File: config.mk
export PLATFORM = sky130hd
export DESIGN_NAME = sem_lane
export DESIGN_NICKNAME = d
export VERILOG_FILES = /design/src/rtl/sem_pkg.sv /design/src/rtl/sem_lane.sv
export SDC_FILE = /design/constraint.sdc
export NUM_CORES = 1
export LEC_CHECK = 0
export BUFFER_PORTS_ARGS = -buffer_cell sky130_fd_sc_hd__buf_4
export CAP_MARGIN = 20
export CORE_UTILIZATION = 59
export DETAILED_ROUTE_END_ITERATION = 7
export GPL_TIMING_DRIVEN = 0
export PLACE_DENSITY_LB_ADDON = 0.08
export RECOVER_POWER = 100
export SLEW_MARGIN = 10
export SYNTH_ARGS = -nofsm -noshare
export SYNTH_HDL_FRONTEND = slang
export SYNTH_SLANG_ARGS = --single-unit
File: constraint.sdc
create_clock -name clk -period 7.82 [get_ports clk]
set_input_delay 1.564 -clock clk [delete_from_list [all_inputs] [get_ports clk]]
set_output_delay 1.564 -clock clk [all_outputs]
set_load 0.02 [all_outputs]
File: src/rtl/sem_pkg.sv
// ----------------------------------------------------------------------------
// sem_pkg
// Shared constants, types and helpers for the RGB Sobel edge magnitude block.
// ----------------------------------------------------------------------------
package sem_pkg;
	localparam int MAX_WIDTH = 1024;
	localparam int COL_W = $clog2(MAX_WIDTH);
	localparam int CFG_W = 13;
	localparam int WIDTH_W = 11;
	localparam int HEIGHT_W = 13;
	localparam int LANES = 3;

	localparam logic [0:0] REG_WIDTH = 1'b0;
	localparam logic [0:0] REG_HEIGHT = 1'b1;

	typedef logic [23:0] pixel_t;

	// 3x3 window of one channel, [col][row], col 0 left, row 0 top
	typedef logic [2:0][2:0][7:0] win_t;

	typedef struct packed {
		logic row_end;
		logic frame_end;
	} tag_t;

	typedef enum logic [2:0] {S_IDLE, S_READ, S_W0, S_W1, S_PUSH0, S_PUSH1} st_t;

	function automatic logic [WIDTH_W-1:0] limit_width(input logic [WIDTH_W-1:0] v);
		if (v == '0) return WIDTH_W'(1);
		if (v > WIDTH_W'(MAX_WIDTH)) return WIDTH_W'(MAX_WIDTH);
		return v;
	endfunction

	function automatic logic [HEIGHT_W-1:0] limit_height(input logic [HEIGHT_W-1:0] v);
		return (v == '0) ? HEIGHT_W'(1) : v;
	endfunction
endpackage

File: src/rtl/sem_lane.sv
// ----------------------------------------------------------------------------
// sem_lane
// One channel lane: Sobel gradients, squared sum, rounded clamped sqrt.
// Stages: gradients, squares, a 12-step bit-serial root, then round and clamp.
// ----------------------------------------------------------------------------
module sem_lane (
	input  logic clk,
	input  logic arst_n,
	input  logic start,
	input  sem_pkg::win_t win,
	output logic done,
	output logic [7:0] mag
);
	import sem_pkg::*;

	logic signed [10:0] gx_q, gy_q;
	logic [20:0] n_q;
	logic [11:0] s_q;
	logic [11:0] bit_q;
	logic [1:0] phase_q;
	logic [11:0] t;
	logic [23:0] tt;
	logic [11:0] s_f;
	logic [24:0] ss;

	function automatic logic signed [10:0] px(input logic [7:0] v);
		return signed'({3'b000, v});
	endfunction

	always_comb begin
		t = s_q | bit_q;
		tt = t * t;
		ss = {13'b0, s_q} * {13'b0, s_q} + {13'b0, s_q};
		s_f = (25'(n_q) > ss) ? s_q + 12'd1 : s_q;
	end

	always_ff @(posedge clk or negedge arst_n) begin
		if (!arst_n) begin
			phase_q <= 2'd0;
			done <= 1'b0;
		end else begin
			done <= 1'b0;
			case (phase_q)
				2'd0: if (start) phase_q <= 2'd1;
				2'd1: phase_q <= 2'd2;
				2'd2: if (bit_q == 12'd1) phase_q <= 2'd3;
				default: begin
					phase_q <= 2'd0;
					done <= 1'b1;
				end
			endcase
		end
	end

	always_ff @(posedge clk) begin
		case (phase_q)
			2'd0: if (start) begin
				gx_q <= (px(win[2][0]) + (px(win[2][1]) <<< 1) + px(win[2][2]))
					- (px(win[0][0]) + (px(win[0][1]) <<< 1) + px(win[0][2]));
				gy_q <= (px(win[0][2]) + (px(win[1][2]) <<< 1) + px(win[2][2]))
					- (px(win[0][0]) + (px(win[1][0]) <<< 1) + px(win[2][0]));
			end
			2'd1: begin
				n_q <= 21'(gx_q * gx_q) + 21'(gy_q * gy_q);
				s_q <= '0;
				bit_q <= 12'd2048;
			end
			2'd2: begin
				if (24'(n_q) >= tt) s_q <= t;
				bit_q <= bit_q >> 1;
			end
			default: mag <= (s_f > 12'd255) ? 8'd255 : s_f[7:0];
		endcase
	end
endmodule

Yosys cells after proc, flatten, opt, wreduce, memory -nomap -nowiden:

Cells that the tools add are included.

* bitwise operators: 1
* add/subtract/negate cells: 13
* reductions and logical operators: 6
* equal/unequal tests: 6
* $lt $le $gt $ge: 3
* multipliers: 4
* muxes and demuxes: 8

Operators with widths (count)
* multiplier 12 x 12 -> 24 bit: 2
* one-hot mux 12 bit (2 select lines): 2
* adder 10 x 8 -> 11 bit: 4
* multiplier 11 x 11 -> 21 bit: 2
* adder 8 x 9 -> 10 bit: 4
* adder 24 x 12 -> 25 bit: 1
* > comparator 21 x 25 -> 1 bit: 1
* greater-or-equal comparator 21 x 24 -> 1 bit: 1
* 2-to-1 mux 12 bit: 2
* subtractor 11 bit: 2
* adder 21 bit: 1
* adder 12 x 1 -> 12 bit, second input constant: 1
* equality test 12 x 1 -> 1 bit, second input constant: 1
* > comparator 12 x 8 -> 1 bit, second input constant: 1
* bitwise OR 12 bit: 1
* inequality test 2 bit, second input constant: 3
* one-hot mux 2 bit (3 select lines): 1
* AND reduction 2 bit: 3
* 2-to-1 mux 2 bit: 2
* OR reduction 3 bit: 1
* equality test 2 x 1 -> 1 bit, second input constant: 1
* equality test 2 bit, second input constant: 1
* zero test 2 bit: 1
* nonzero test 2 bit: 1
* 2-to-1 mux 1 bit: 1

* register bits after elaboration: 78
* output and inout port bits: 9

Depth between registers and ports, before layout:

* word-level depth: 5
* gate-level depth with buffers: 33

Least setup slack after synthesis:

Ideal clock, no wire load.

* path kind: register to register
* start point: register s_q[0]
* end point: register s_q[0], enable pin
* required time: 7.418 ns
* setup time: 0.402 ns
* cell stages (with the launch flop): 29
* slack: -0.092 ns
* period minus slack after synthesis: 7.912 ns
* arrival time: 7.511 ns
* path through: edfxtp_1 clkbuf_1 nor2_1 clkbuf_1 nor2_1 fa_1 inv_1 fa_1 inv_1 fa_1 inv_1 fa_1 inv_1 fa_1 ha_1 o21ai_0 a21oi_1 o31a_1 o41ai_1 o21bai_1 a21oi_1 xor2_1 ha_1 a21o_1 a211oi_1 nand2_1 o2111ai_1 a211o_1 o32ai_1

* cells in the longest elaborated chain, start to end: 5

Ends and longest elaborated chain
* start: declaration: RTL line sem_lane.sv:18 `logic [11:0] s_q;`
* start signal: assignment: RTL line sem_lane.sv:69 `if (24'(n_q) >= tt) s_q <= t;`
* bitwise OR 12 bit: RTL line sem_lane.sv:31 `t = s_q | bit_q;`
* multiplier 12 x 12 -> 24 bit: RTL line sem_lane.sv:32 `tt = t * t;`
* greater-or-equal comparator 21 x 24 -> 1 bit: RTL line sem_lane.sv:69
* inequality test 2 bit (no line)
* AND reduction 2 bit (no line)

No other way between the ends.
A chain may end at the register's enable or synchronous reset.

Worst setup path after layout:

* start point: register s_q[7]
* end point: register mag[1], data pin

* cells in the longest elaborated chain, start to end: 5

Ends and longest elaborated chain
* multiplier 12 x 12 -> 24 bit: RTL line sem_lane.sv:33 `ss = {13'b0, s_q} * {13'b0, s_q} + {13'b0, s_q};`
* adder 24 x 12 -> 25 bit: RTL line sem_lane.sv:33
* > comparator 21 x 25 -> 1 bit: RTL line sem_lane.sv:34 `s_f = (25'(n_q) > ss) ? s_q + 12'd1 : s_q;`
* 2-to-1 mux 12 bit (*): RTL line sem_lane.sv:34
* > comparator 12 x 8 -> 1 bit: RTL line sem_lane.sv:72 `default: mag <= (s_f > 12'd255) ? 8'd255 : s_f[7:0];`
* end signal: assignment: RTL line sem_lane.sv:72
* end: declaration: RTL line sem_lane.sv:12 `output logic [7:0] mag`

Every way passes the cells marked *; elsewhere a longest branch is shown, timed or not.

==> results.md <==
- The flow ran to the end, and the final reports show no timing, DRC or antenna violations.
- The area taken by flip-flops and latches is 0.002327 mm2.
- The number of antenna cells inserted is 0.
- The mean area per synthesized cell is 9.666 um2.
- The leftover overflow at the end of global routing is 0.
- The clock period could shrink to 7.815 ns.
- The total clock buffers created by CTS is 9.
- Detailed routing inserted a total of 15,240 vias.
- The die covers 0.03783 mm2.
- The floorplan die width is 194.5 um.
- The number of distinct standard cells referenced by the synthesized netlist is 59.
- The share of synthesized area occupied by flip-flops and latches is 0.1064.
- The clock-pin slew reported for the worst setup and hold paths after clock tree synthesis is 0.07 ns.
- Counting every sink on the clock net gives 78.
- The pin count of the biggest net entering global routing is 23.
- The number of antenna violations at the first check in global routing came to 0.
- The synthesized net count is 3,060.
- The cell type with the highest aggregate area in the netlist is sky130_fd_sc_hd__fa_1.
- The clock reaches the later pin of the worst-skew pair after 0.38 ns.
- The final-layout setup total negative slack is 0 ns.
- Based on the critical path, the design can be clocked at up to 0.1280 GHz.
- The highest routed metal layer is met4.
- The number of hold violations in the final report is 0.
- The final weighted congestion in routability-driven placement is 0.9126.
- The area growth from synthesis to layout is 10.16%.
- After detailed routing, the wire length on met1 is 19.36 mm.
- The per-cell via count in the routed design is 5.316.
- Of the available clock period, the critical path in the final layout requires 0.9994.
- The number of global-route vias before repair is 16,870.
- Summed over all nets, the half-perimeter wirelength after detailed placement is 42.23 mm.
- The area share of the largest cell type after synthesis is 0.4166.
- By area, the combinational part of the netlist is dominated by adder cells.
- The min-delay analysis places its worst path in the category register to register.
- The number of optimization iterations in the first detailed-route pass is 5.
- In this run the worst path has a maximum fanout of 8.
- The launching element type of the critical path is a register.
- The headroom to the max-slew limit is 0.2891.
- The number of core rows is 70.
- The complex-gate fraction of the synthesized area is 0.06100.
- Measured on the finished design, the core utilization comes to 0.6595.
- The share of synthesized registers carrying an async set or reset is 0.03846.
- The slew of the pin with the lowest slew margin is 1.058 ns.
- For this block, the routed nets add up to 48.86 mm of wire.
- For this run, the total global-route usage over all layers was measured as 0.2812.
- Counting every instance in the synthesized netlist gives 2,262.
- The multi-input logic area is 0.01726 mm2.
- The first global-routing pass estimated 83.03 mm of wire.
- After detailed routing, the number of remaining DRC violations is 0.
- The detailed router finished its first iteration with 708 violations.
- Setup repair after global routing could not meet its margin everywhere.
- The startpoint-to-endpoint class of the critical path is register to register.
- The portion of synthesized area spent on multiplexers is 0.002003.
- The CTS tree is built.
- The initial utilization of the core area, before any placement, comes to 0.5986.
- The number of port buffers is 75.
- The post-synthesis share of cell area spent on and, or, nand and nor gates is 0.1022.
- The H-tree generated during clock tree synthesis spans 3 levels.
- In the final layout, the share of cells above drive strength 1 is 0.08757.
- The buffer cell driving the clock tree root is sky130_fd_sc_hd__clkbuf_16.
- Counting flops with a built-in enable in the synthesized netlist gives 75.
- On the final layout, the worst clock skew is 0.01171 ns.
- The worst setup path is captured at a register.
- In this design, the stage delay of the slowest critical-path cell is 0.52 ns.
- After filler insertion, the fill cell instance count of the layout stands at 2,933.
- For the worst setup path, the data required time is 7.92 ns.
- The die span in y is 194.5 um.
- The synthesized-area fraction occupied by xor and xnor cells is 0.04126.
- The number of nets with antenna violations after routing is 0.
- The number of placed I/O pins is 84.
- In the final design database the tool counted 3,191 nets.
- Yosys attributes the largest share of cell area to sky130_fd_sc_hd__fa_1, sky130_fd_sc_hd__ha_1, sky130_fd_sc_hd__inv_1, sky130_fd_sc_hd__edfxtp_1, sky130_fd_sc_hd__xnor2_1.
- The met3 wire length is 1.694 mm.
- After detailed routing, the average wire length per cell comes to 17.05 um.
- The count of yosys warnings during synthesis is 0.
- The area of the mapped netlist is 0.02186 mm2.
- The met2 wire length is 25.92 mm.
- The cell repeated most along the worst path is sky130_fd_sc_hd__fa_1.
- The core region area is 0.03652 mm2.
- The number of buffers between clock root and the deepest sink is 2.
- The number of max-slew violations in the final report is 0.
- The number of maximum-capacitance constraint violations is 0.
- Synthesis inferred 78 register bits.
- The number of setup violations in the final report is 0.
- The critical-path cell with the highest stage delay is sky130_fd_sc_hd__fa_1.
- The dominant register cell in the synthesized netlist is sky130_fd_sc_hd__edfxtp_1.
- The share of synthesized cell area in full adder, half adder and majority cells is 0.5700.
- The critical path data arrival time is 7.91 ns.
==> timing repair <==
action | CTS | global route
resized for setup | 69 | 53
hold buffers | 0 | 0
setup endpoints to repair | 20 | 22
setup buffers | 30 | 15
pin swaps | 13 | 18
gates cloned | 0 | 1
==> critical path, delay by kind of cell (launching register included) <==
family	cells	cell delay [ns]
XOR/XNOR	1	0.19
buffers and inverters	7	0.69
flip-flops	1	0.43
AND/OR/NAND/NOR	9	1.09
adder cells (fa/ha/maj)	7	2.90
AO/OA/AOI/OAI	10	2.19
==> layout make-up <==
class                   count  area share
well taps                 468     0.02431
multi-input cells        1504      0.7164
inverters                 632      0.1002
plain buffers              45     0.01106
clock inverters             7    0.003325
flip-flops and latches     78     0.09662
repair buffers            123     0.03875
clock buffers               9    0.009351
==> kinds of logic (layout without fill, tap and decap cells) <==
| family | after synthesis | count (layout) |
|---|---|---|
| fa+ha+maj | 723 | 723 |
| compound gates | 198 | 198 |
| simple gates | 476 | 476 |
| mux | 4 | 4 |
| flops | 78 | 78 |
| xor+xnor | 103 | 103 |
| buf+inv | 680 | 816 |
==> Yosys cell counts (8+ instances only) <==
cell type,n
sky130_fd_sc_hd__inv_1,629
sky130_fd_sc_hd__fa_1,455
sky130_fd_sc_hd__ha_1,268
sky130_fd_sc_hd__nor2_1,153
sky130_fd_sc_hd__nand2_1,125
sky130_fd_sc_hd__xnor2_1,76
sky130_fd_sc_hd__edfxtp_1,75
sky130_fd_sc_hd__and2_1,71
sky130_fd_sc_hd__a21oi_1,60
sky130_fd_sc_hd__clkbuf_1,46
sky130_fd_sc_hd__o21ai_0,31
sky130_fd_sc_hd__nand3_1,28
sky130_fd_sc_hd__xor2_1,27
sky130_fd_sc_hd__a21o_1,25
sky130_fd_sc_hd__nor2b_1,25
sky130_fd_sc_hd__nor3_1,24
sky130_fd_sc_hd__o21bai_1,17
sky130_fd_sc_hd__nand2b_1,10
sky130_fd_sc_hd__nand4_1,10
sky130_fd_sc_hd__a211oi_1,9
sky130_fd_sc_hd__o211ai_1,8
sky130_fd_sc_hd__or3_1,8
==> final timing paths <==
kind / from / endpoint / slack (ns) / cells after the start
min in group asynchronous: arst_n / phase_q[0] / 0.98 / 1
max in group asynchronous: arst_n / done / 6.69 / 1
max: s_q[7] / mag[1] / 0.005 / 34
min reg2reg: bit_q[9] / bit_q[8] / 0.65 / 1
min: bit_q[9] / bit_q[8] / 0.65 / 1
max reg2reg: s_q[7] / mag[1] / 0.005 / 34
==> per-layer routing <==
| layer | GRT usage | vias up |
|---|---|---|
| met1 | 0.3343 | 7658 |
| met3 | 0.03002 | 89 |
| met2 | 0.5218 | 357 |
| met5 | 0 | - |
| li1 | - | 7132 |
| met4 | 0.1052 | 0 |
==> cell usage in the layout (no fill, tap or decap), drive strengths merged, types with 3 or more instances in the layout <==
cell type / instances
and2: 71
clkinvlp: 6
nor2: 153
clkinv: 5
o21a: 6
xnor2: 76
nor3: 24
a2111oi: 4
nand2: 126
o21ai: 31
nand3: 29
a211oi: 10
o2111ai: 6
inv: 627
dfrtp: 3
a21oi: 60
nor2b: 25
o22ai: 3
or3: 8
edfxtp: 75
clkbuf: 65
o211ai: 8
buf: 112
a31oi: 3
a21o: 25
ha: 268
xor2: 27
nand4: 10
or2: 6
o2111a: 3
fa: 455
o21bai: 17
mux2: 3
nand2b: 10
a211o: 5
nor4: 5
==> flip-flops by register name (all words and copies together), names as in the netlist <==
name     cells
gx_q        11
s_q         12
mag          8
done         1
n_q         21
phase_q      2
gy_q        11
bit_q       12
==> metrics by stage <==
| stage | cells | cell area [um2] | setup WS [ns] | hold slack, ns |
|---|---|---|---|---|
| finish | 2866 | 24090 | 0.004843 | 0.6487 |
| global route | 2866 | 24090 | -0.2736 | 0.6672 |
| CTS | 2849 | 23820 | 0.002228 | 0.6470 |
| detailed placement | 2806 | 23050 | -1.535 | 0.5875 |
| global placement | 2805 | 23020 | -1.434 | 0.5813 |
| floorplan | 2262 | 21870 | 0.1243 | 0.5509 |
Power is not shown: default switching activity piles up to over one toggle a cycle in this logic, so the estimate is an artifact.
